File: config.mk
export PLATFORM = sky130hd
export DESIGN_NAME = greedy_nearest_assignment_top
export DESIGN_NICKNAME = d
export VERILOG_FILES = /design/src/rtl/gna_pkg.sv /design/src/rtl/gna_ctrl.sv /design/src/rtl/gna_datapath.sv /design/src/rtl/greedy_nearest_assignment_top.sv
export SDC_FILE = /design/constraint.sdc
export NUM_CORES = 2
export LEC_CHECK = 0
export BUFFER_PORTS_ARGS = -buffer_cell sky130_fd_sc_hd__buf_2
export CORE_MARGIN = 2
export CORE_UTILIZATION = 56
export DETAILED_ROUTE_END_ITERATION = 6
export PLACE_DENSITY_LB_ADDON = 0.05
export SYNTH_ARGS = -nofsm -noshare
export SYNTH_HDL_FRONTEND = slang
export SYNTH_HIERARCHICAL = 1
export SYNTH_SLANG_ARGS = --single-unit
export TNS_END_PERCENT = 1
File: constraint.sdc
create_clock -name clock -period 10.4 [get_ports clock]
set_clock_uncertainty 0.1 [all_clocks]
set_input_delay 0.52 -clock clock [delete_from_list [all_inputs] [get_ports clock]]
set_output_delay 0.52 -clock clock [all_outputs]
set_load 0.02 [all_outputs]
File: src/rtl/gna_pkg.sv
package gna_pkg;

   localparam int MAX_ENTRIES = 64;
   localparam int COORD_BITS = 16;
   localparam int IDX_BITS = (MAX_ENTRIES > 1) ? $clog2(MAX_ENTRIES) : 1;
   localparam int CNT_BITS = $clog2(MAX_ENTRIES + 1);
   localparam int DIST_BITS = 2 * COORD_BITS + 1;
   localparam int OUT_IDX_BITS = 6;

   localparam logic [1:0] MODE_LOAD = 2'd0;
   localparam logic [1:0] MODE_REGION = 2'd1;
   localparam logic [1:0] MODE_CLEAR = 2'd2;

   typedef struct packed {
      logic [1:0]                    mode;
      logic signed [COORD_BITS-1:0]  center_x;
      logic signed [COORD_BITS-1:0]  center_y;
      logic signed [COORD_BITS-1:0]  region_left;
      logic signed [COORD_BITS-1:0]  region_top;
      logic signed [COORD_BITS-1:0]  region_right;
      logic signed [COORD_BITS-1:0]  region_bottom;
   } req_type;

   typedef struct packed {
      logic [OUT_IDX_BITS-1:0] chosen_index;
      logic                    found;
   } rsp_type;

   typedef enum logic [1:0] {
      ST_IDLE,
      ST_SCAN,
      ST_DRAIN,
      ST_REPLY
   } state_type;

   typedef struct packed {
      logic load;
      logic clear;
      logic start_scan;
      logic issue;
      logic reply;
   } cmd_type;

   typedef struct packed {
      logic more;
      logic pipe_busy;
   } status_type;

endpackage

File: src/rtl/gna_ctrl.sv
module gna_ctrl (
   input  logic                clock,
   input  logic                reset,
   input  logic                start,
   input  logic [1:0]          mode,
   input  gna_pkg::status_type status,
   output gna_pkg::cmd_type    cmd,
   output logic                busy,
   output logic                rsp_strobe
);

   gna_pkg::state_type state_ff;
   gna_pkg::state_type state_in;
   logic               accept;

   assign accept = start && (state_ff == gna_pkg::ST_IDLE);

   always_ff @(posedge clock) begin
      if (reset) begin
         state_ff <= gna_pkg::ST_IDLE;
      end else begin
         state_ff <= state_in;
      end
   end

   always_comb begin
      state_in = state_ff;
      case (state_ff)
         gna_pkg::ST_IDLE: begin
            if (accept && (mode == gna_pkg::MODE_REGION)) begin
               state_in = gna_pkg::ST_SCAN;
            end
         end
         gna_pkg::ST_SCAN: begin
            if (!status.more) begin
               state_in = gna_pkg::ST_DRAIN;
            end
         end
         gna_pkg::ST_DRAIN: begin
            if (!status.pipe_busy) begin
               state_in = gna_pkg::ST_REPLY;
            end
         end
         gna_pkg::ST_REPLY: begin
            state_in = gna_pkg::ST_IDLE;
         end
         default: begin
            state_in = gna_pkg::ST_IDLE;
         end
      endcase
   end

   always_comb begin
      cmd = '0;
      busy = 1'b1;
      rsp_strobe = 1'b0;
      case (state_ff)
         gna_pkg::ST_IDLE: begin
            busy = 1'b0;
            cmd.load = accept && (mode == gna_pkg::MODE_LOAD);
            cmd.clear = accept && (mode == gna_pkg::MODE_CLEAR);
            cmd.start_scan = accept && (mode == gna_pkg::MODE_REGION);
         end
         gna_pkg::ST_SCAN: begin
            cmd.issue = 1'b1;
         end
         gna_pkg::ST_DRAIN: begin
         end
         gna_pkg::ST_REPLY: begin
            cmd.reply = 1'b1;
            rsp_strobe = 1'b1;
         end
         default: begin
         end
      endcase
   end

endmodule

File: src/rtl/gna_datapath.sv
module gna_datapath (
   input  logic                clock,
   input  logic                reset,
   input  gna_pkg::req_type    req_item,
   input  gna_pkg::cmd_type    cmd,
   output gna_pkg::status_type status,
   output gna_pkg::rsp_type    rsp_item
);

   localparam int C = gna_pkg::COORD_BITS;

   logic [2*C-1:0] mem [gna_pkg::MAX_ENTRIES];

   logic [gna_pkg::MAX_ENTRIES-1:0] marks_ff;
   logic [gna_pkg::CNT_BITS-1:0]    count_ff;
   logic [gna_pkg::CNT_BITS-1:0]    idx_ff;
   logic signed [C-1:0]             cx_ff;
   logic signed [C-1:0]             cy_ff;

   logic [2*C-1:0]                  rd_ff;
   logic                            v1_ff, v2_ff, v3_ff;
   logic [gna_pkg::IDX_BITS-1:0]    i1_ff, i2_ff, i3_ff;
   logic [C-1:0]                    ax_ff, ay_ff;
   logic [2*C-1:0]                  sqx_ff, sqy_ff;

   logic                            have_ff;
   logic [gna_pkg::IDX_BITS-1:0]    best_ff;
   logic [gna_pkg::DIST_BITS-1:0]   best_d_ff;

   logic                            full;
   logic                            more;
   logic [gna_pkg::IDX_BITS-1:0]    addr;
   logic [gna_pkg::IDX_BITS-1:0]    load_addr;
   logic signed [C:0]               sum_x, sum_y;
   logic signed [C:0]               half_x, half_y;
   logic signed [C:0]               dx, dy;
   logic [C:0]                      neg_dx, neg_dy;
   logic [gna_pkg::DIST_BITS-1:0]   dist_sum;

   assign full = (count_ff == gna_pkg::CNT_BITS'(gna_pkg::MAX_ENTRIES));
   assign more = (idx_ff < count_ff);
   assign addr = idx_ff[gna_pkg::IDX_BITS-1:0];
   assign load_addr = count_ff[gna_pkg::IDX_BITS-1:0];

   // region center, halved toward zero
   assign sum_x = (C+1)'(req_item.region_left) + (C+1)'(req_item.region_right);
   assign sum_y = (C+1)'(req_item.region_top) + (C+1)'(req_item.region_bottom);
   assign half_x = (sum_x + (C+1)'(sum_x[C])) >>> 1;
   assign half_y = (sum_y + (C+1)'(sum_y[C])) >>> 1;

   assign dx = (C+1)'(signed'(rd_ff[2*C-1:C])) - (C+1)'(cx_ff);
   assign dy = (C+1)'(signed'(rd_ff[C-1:0])) - (C+1)'(cy_ff);
   assign neg_dx = -dx;
   assign neg_dy = -dy;

   assign dist_sum = gna_pkg::DIST_BITS'(sqx_ff) + gna_pkg::DIST_BITS'(sqy_ff);

   always_ff @(posedge clock) begin
      if (cmd.load && !full) begin
         mem[load_addr] <= {req_item.center_x, req_item.center_y};
      end
      rd_ff <= mem[addr];
   end

   always_ff @(posedge clock) begin
      if (reset) begin
         marks_ff <= '0;
         count_ff <= '0;
         idx_ff <= '0;
         v1_ff <= 1'b0;
         v2_ff <= 1'b0;
         v3_ff <= 1'b0;
         have_ff <= 1'b0;
      end else begin
         if (cmd.clear) begin
            marks_ff <= '0;
            count_ff <= '0;
         end else if (cmd.load && !full) begin
            marks_ff[load_addr] <= 1'b0;
            count_ff <= count_ff + 1'b1;
         end else if (cmd.reply && have_ff) begin
            marks_ff[best_ff] <= 1'b1;
         end
         if (cmd.start_scan) begin
            idx_ff <= '0;
         end else if (cmd.issue && more) begin
            idx_ff <= idx_ff + 1'b1;
         end
         v1_ff <= cmd.issue && more && !marks_ff[addr];
         v2_ff <= v1_ff;
         v3_ff <= v2_ff;
         if (cmd.start_scan) begin
            have_ff <= 1'b0;
         end else if (v3_ff && (!have_ff || (dist_sum < best_d_ff))) begin
            have_ff <= 1'b1;
         end
      end
   end

   always_ff @(posedge clock) begin
      if (cmd.start_scan) begin
         cx_ff <= half_x[C-1:0];
         cy_ff <= half_y[C-1:0];
      end
      i1_ff <= addr;
      i2_ff <= i1_ff;
      i3_ff <= i2_ff;
      ax_ff <= dx[C] ? neg_dx[C-1:0] : dx[C-1:0];
      ay_ff <= dy[C] ? neg_dy[C-1:0] : dy[C-1:0];
      sqx_ff <= ax_ff * ax_ff;
      sqy_ff <= ay_ff * ay_ff;
      if (v3_ff && (!have_ff || (dist_sum < best_d_ff))) begin
         best_ff <= i3_ff;
         best_d_ff <= dist_sum;
      end
   end

   assign status.more = more;
   assign status.pipe_busy = v1_ff || v2_ff || v3_ff;

   assign rsp_item.found = have_ff;
   assign rsp_item.chosen_index = have_ff ? gna_pkg::OUT_IDX_BITS'(best_ff) : '0;

endmodule

File: src/rtl/greedy_nearest_assignment_top.sv
// Greedy nearest-center assignment.
// Input: an item is taken when start is high and busy is low. The mode field
// selects: load a center (append; ignored when the table is full), place a
// region, or clear the table. Load and clear finish in the accept cycle and
// give no result; busy stays low. Mode 3 is ignored.
// A region item raises busy. The block halves the region edges to a center,
// then scans the stored centers one per cycle through the table read port and
// a four-stage distance pipeline (read, difference, square, compare).
// The unassigned center nearest to the region center (earliest on a tie) is
// marked, and its index goes out with found on rsp_strobe for one cycle.
// After the scan of a region item the block waits for the pipeline to drain,
// then gives the result; busy drops in the cycle after the result.
// The receiver cannot stall; a result is valid only in its strobe cycle.
// Reset (synchronous) empties the table and clears all marks; table contents
// themselves are not reset and are read only after being loaded.
module greedy_nearest_assignment_top (
   input  logic             clock,
   input  logic             reset,
   input  logic             start,
   output logic             busy,
   input  gna_pkg::req_type req_item,
   output logic             rsp_strobe,
   output gna_pkg::rsp_type rsp_item
);

   gna_pkg::cmd_type    cmd;
   gna_pkg::status_type status;

   gna_ctrl u_ctrl (
      .clock      (clock),
      .reset      (reset),
      .start      (start),
      .mode       (req_item.mode),
      .status     (status),
      .cmd        (cmd),
      .busy       (busy),
      .rsp_strobe (rsp_strobe)
   );

   gna_datapath u_datapath (
      .clock    (clock),
      .reset    (reset),
      .req_item (req_item),
      .cmd      (cmd),
      .status   (status),
      .rsp_item (rsp_item)
   );

endmodule

== Word-level counts from Yosys, hierarchy flattened ==
Memory sizes are Yosys's and may differ from the RTL's. A register that Yosys moved wholly into a read port is not among the register bits.
Cells that the tools add are included.
W data, S select, Z words.
Word-level totals
  input port bits: 101
  register bits after elaboration: 269
  memory bits (read-only): 0
  memory bits (writable): 2048
  output and inout bits: 9
  logic and storage cells: 96
  memories kept: 1
  latch bits: 0
Memory list
  u_datapath.mem: words 64, bits a word 32, rd ports 1, clocked after memory_dff 1, write ports 1, line gna_datapath.sv:12  | logic [2*C-1:0] mem [gna_pkg::MAX_ENTRIES];
Operators by class
  shifts and indexed selects: 0
  add/sub/neg operators: 11
  magnitude comparators: 7
  reductions and logical operators: 23
  multiplexer cells: 21
  equal/unequal tests: 9
  bitwise logic cells: 3
  divide/modulo/power cells: 0
  multipliers: 2
Operator list (count)
  $mux W64: 2
  $and A64 B64 Y64: 1
  $mul A16 B16 Y32: 2
  $not A64 Y64: 1
  $or A64 B64 Y64: 1
  $add A16 B16 Y17: 2
  $add A17 B1 Y17: 2
  $sub A16 B16 Y17: 2
  $add A32 B32 Y33: 1
  $lt A33 B33 Y1: 1
  $mux W16: 2
  $neg A16 Y16: 2
  $lt A6 B7 Y1 const B: 3
  $add A7 B1 Y7 const B: 2
  $demux W1 S6: 2
  $ge A6 B1 Y1 const B: 2
  $logic_and A1 B1 Y1: 11
  $mux W1: 8
  $pmux W2 S4: 1
  $eq A7 B7 Y1 const B: 1
  $lt A7 B7 Y1: 1
  $bmux W1 S6: 1
  $eq A2 B2 Y1 const B: 3
  $mux W2: 3
  10 further kinds: 19

== Logic depth before layout (Yosys ltp) ==
  depth after elaboration: 7
  depth in mapped cells: 25
  mapped depth without buffers: 24

== Hierarchy ==
Netlist, hierarchy kept.
Modules (own cells, without submodules)
  gna_datapath: sequential area each 68155.4 um^2, times used 1, cells each 6169, area an instance 107164.0 um^2
  gna_ctrl: sequential area each 40.0 um^2, times used 1, cells each 26, area an instance 224.0 um^2

== Least setup slack after synthesis ==
Ideal clock, no wire load.
  path kind: register to register
  start point: register u_datapath.ay_ff[4]
  end point: register u_datapath.sqy_ff[31]
  stages on the path, launching flop included: 23
  path slack: 4.131 ns
  data required time: 10.228 ns
  setup time: 0.072 ns
  buffers on the path: 2
  period minus slack after synthesis: 6.269 ns
  data arrival time: 6.097 ns
  cells stage by stage: dfxtp_1 -> clkbuf_1 -> clkbuf_1 -> nand2_1 -> fa_1 -> inv_1 -> fa_1 -> ha_1 -> inv_1 -> fa_1 -> fa_1 -> inv_1 -> fa_1 -> ha_1 -> and3_1 -> a2111oi_1 -> a211oi_1 -> o21ai_0 -> a21boi_1 -> a211oi_1 -> o311ai_1 -> a21oi_1 -> xnor2_1
Between the ends
  cells in the longest elaborated chain, start to end: 1
RTL lines
  start, declared: line gna_datapath.sv:23  | logic [C-1:0] ax_ff, ay_ff;
  start signal, assigned: line gna_datapath.sv:109  | ay_ff <= dy[C] ? neg_dy[C-1:0] : dy[C-1:0];
  $mul A16 B16 Y32: line gna_datapath.sv:111  | sqy_ff <= ay_ff * ay_ff;
  end signal, assigned: line gna_datapath.sv:111
  end, declared: line gna_datapath.sv:24  | logic [2*C-1:0] sqx_ff, sqy_ff;
Every way passes these cells.
A chain may end at the register's enable or synchronous reset.

== Worst setup path after layout ==
  start point: register u_datapath.ax_ff[13]
  end point: register u_datapath.sqx_ff[31]
Between the ends
  cells in the longest elaborated chain, start to end: 1
RTL lines
  start, declared: line gna_datapath.sv:23
  start signal, assigned: line gna_datapath.sv:108  | ax_ff <= dx[C] ? neg_dx[C-1:0] : dx[C-1:0];
  $mul A16 B16 Y32: line gna_datapath.sv:110  | sqx_ff <= ax_ff * ax_ff;
  end signal, assigned: line gna_datapath.sv:110
  end, declared: line gna_datapath.sv:24
Every way passes these cells.

==> out/qor.yml <==
setup_path:
  cp-end-kind: "register"
  cp.required_ps: 10990
  r2r_cells: 22
  startpoint: "u_datapath/ax_ff[13]"
  r2r-start: "u_datapath/ax_ff[13]"
  arrival_ps: 7440
  worst-r2r-setup-slack_ps: 3550
  cp-start-kind: "register"
  critPathKind: "register to register"
  cp_max_fo: 15
floorplanning:
  ios: 110
  rows: 160
  die_h_um: 442
  die_area_um2: 195000
  start_util_pct: 56.4
  core_um2: 190000
  die_w_um: 442
final_layout:
  drive_gt1_share_pct: 20.6
  areaGrowthSynthToFinish_pct: 11.0
  fillers: 13600
  finalNetCount: 7170
synth:
  synth_cell_types: 85
  synth_common_cells: "2119 x edfxtp_1, 694 x mux4_2, 609 x inv_1"
  ys_seq_elements: 2347
  yosysMostFrequentCell: "edfxtp_1"
  yosys_warnings: 6
  yosysTopAreaCellShare_pct: 59.3
  synth-edff-count: 2119
  synthesis.area_um2: 107000
  postSynthAreaPerCell_um2: 17.3
  async_flop_share_pct: 0
  synth_nets: 6969
  yosysSeqAreaShare_pct: 63.5
  synthTopCellsByArea: "edfxtp_1 59%, mux4_2 15%, fa_1 6.1%"
  synth_ff_type: "edfxtp_1"
  yosysTopAreaCell: "edfxtp_1"
  synthCells: 6195
global_route:
  grt_pass1_wl_mm: 371
  track_usage_pct: 25.9
  grt-ovfl-total: 0
  grt_pass1_vias: 56900
  antenna_found_initial: 24
  grt_start_max_net_pins: 138
place:
  place_hpwl_mm: 148
  place.gp.congestion: 0.853
  portBuffers: 109
routing:
  wire_per_inst_um: 27.3
  drc: 0
  ant_nets: 0
  post_drt_via_cell_ratio: 6.12
  drtPass1Iterations: 6
  drtIter0Drc: 5306
  routed_wl_mm: 249
  vias: 55700
clock_network:
  clk_pin_slew_ps: 70
  clk_latency_ps: 890
  post_cts_buffers: 0
  cts_buffers: 230
  htreeDepth: 4
  cts_tree: "yes"
  cts_root_buf: "clkbuf_16"
  cts.path.max_buffers: 3
  cts_sinks: 2347
sta:
  maxSlewViolCount: 0
  finalSetupViolCount: 0
  tns_ps: 0
  period_share_pct: 65.9
  worst-slew-pin-transition_ps: 1290
  timing.fmax_mhz: 146
  max_slew_margin_pct: 13.5
  finalHoldViolCount: 0
  fin_crit_ps: 6850
  rsz0062_at_grt: "false"
min_path:
  worstHoldPathType: "input port to register"
  holdCritStartpoint: "req_item[56]"
  min_path_cells: 3
run:
  maxCapViolCount: 0
outcome:
  status: "complete, no violations"
## final cells by class
cell class	instances	area (um2)	share of cell area (%)
Multi-Input combinational cell	2988	36500	30.6
Antenna cell	6	15.0	0.0126
Tap cell	2511	3140	2.64
Clock buffer	278	6070	5.10
Clock inverter	150	1540	1.29
Timing Repair Buffer	218	1450	1.22
Sequential cell	2347	68200	57.2
Inverter	611	2290	1.92
## path summary, 6_finish.rpt
check                                to
setup / recovery  u_datapath/sqx_ff[31]
hold / removal      u_datapath/cx_ff[7]
setup reg to reg  u_datapath/sqx_ff[31]
hold reg to reg     u_datapath/i2_ff[0]
## worst max-delay path, cell delays in order, from the launching register on
cell      delay [ps]
dfxtp_1          740
inv_1            300
nor2_1           230
ha_1             280
xor2_1           190
fa_1             540
inv_1             60
fa_1             480
fa_1             450
fa_1             510
inv_1             50
fa_1             470
inv_1             40
ha_1             360
nand4_1          140
or2_2            140
nor2_1            40
a221oi_1         510
o21ai_0          250
a211oi_1         420
o21ai_0          130
a21oi_1          200
xnor2_1           90
## layout by cell type, fill, tap and decap left out, types with 20 or more instances in the layout
cell,n
bufinv_16,22
nand2_1,283
nor3_1,39
clkbuf_1,36
and3_1,20
buf_4,101
a21oi_1,174
nor2b_1,33
o21ai_0,131
dfxtp_1,222
ha_1,345
and2_1,92
inv_1,609
o21a_1,22
xor2_1,56
buf_2,109
a21o_1,66
or3_1,22
clkbuf_16,233
nand2b_1,24
fa_1,328
edfxtp_1,2119
nor2_4,64
nor2_1,149
xnor2_1,143
mux4_2,694
clkinv_1,52
nand3_1,51
nand4_1,26
clkinv_2,45
## through the flow
stage | instances | setup slack, ps | hold slack [ps] | area (um2) | utilization, %
3_3_place_gp | 8674 | 3760 | 211 | 112000 | 58.6
4_1_cts | 9103 | 3570 | 25.8 | 119000 | 62.6
3_5_place_dp | 8674 | 3600 | 212 | 112000 | 58.6
5_1_grt | 9107 | 3110 | 90.7 | 119000 | 62.6
6_report | 9109 | 3550 | 75.2 | 119000 | 62.6
2_1_floorplan | 6195 | 4130 | 210 | 107000 | -
## layer usage
layer | global-route usage (%) | vias up | part of all wire (%)
met1 | 36.3 | 29600 | 41
met4 | 5.71 | 2 | 2.0
met3 | 3.41 | 329 | 6.4
li1 | - | 24000 | -
met5 | 0 | - | 0.0036
met2 | 43.7 | 1745 | 51
## cells by family after synthesis
family | after synthesis | share of synthesized area, %
multiplexers | 703 | 14.6
AND/OR/NAND/NOR | 870 | 3.91
XOR/XNOR | 199 | 1.62
flip-flops | 2347 | 63.5
buffers and inverters | 860 | 3.02
AO/OA/AOI/OAI | 543 | 3.17
adder cells (fa/ha/maj) | 673 | 10.1
## what timing repair did
item	in CTS	in global routing
endpoints found under the hold margin	6	0
hold buffers	1	0
endpoints found under the setup margin	0	0
gates resized for setup	0	0
## state kept, by name (all words and copies together), names as in the netlist
register	flops
u_datapath/have_ff	1
u_datapath/ay_ff	16
u_datapath/i1_ff	6
u_datapath/cy_ff	16
u_datapath/idx_ff	7
u_datapath/best_ff	6
u_datapath/ax_ff	16
u_datapath/count_ff	7
u_datapath/best_d_ff	33
u_ctrl/state_ff	2
u_datapath/v1_ff	1
u_datapath/v3_ff	1
u_datapath/v2_ff	1
u_datapath/i2_ff	6
u_datapath/cx_ff	16
u_datapath/sqx_ff	31
u_datapath/rd_ff	32
u_datapath/marks_ff	64
u_datapath/sqy_ff	31
u_datapath/i3_ff	6
u_datapath/mem	2048
Power is left out: the tool's default activity adds up to more than one toggle a clock period on the data nets, which glitch-free logic cannot reach.
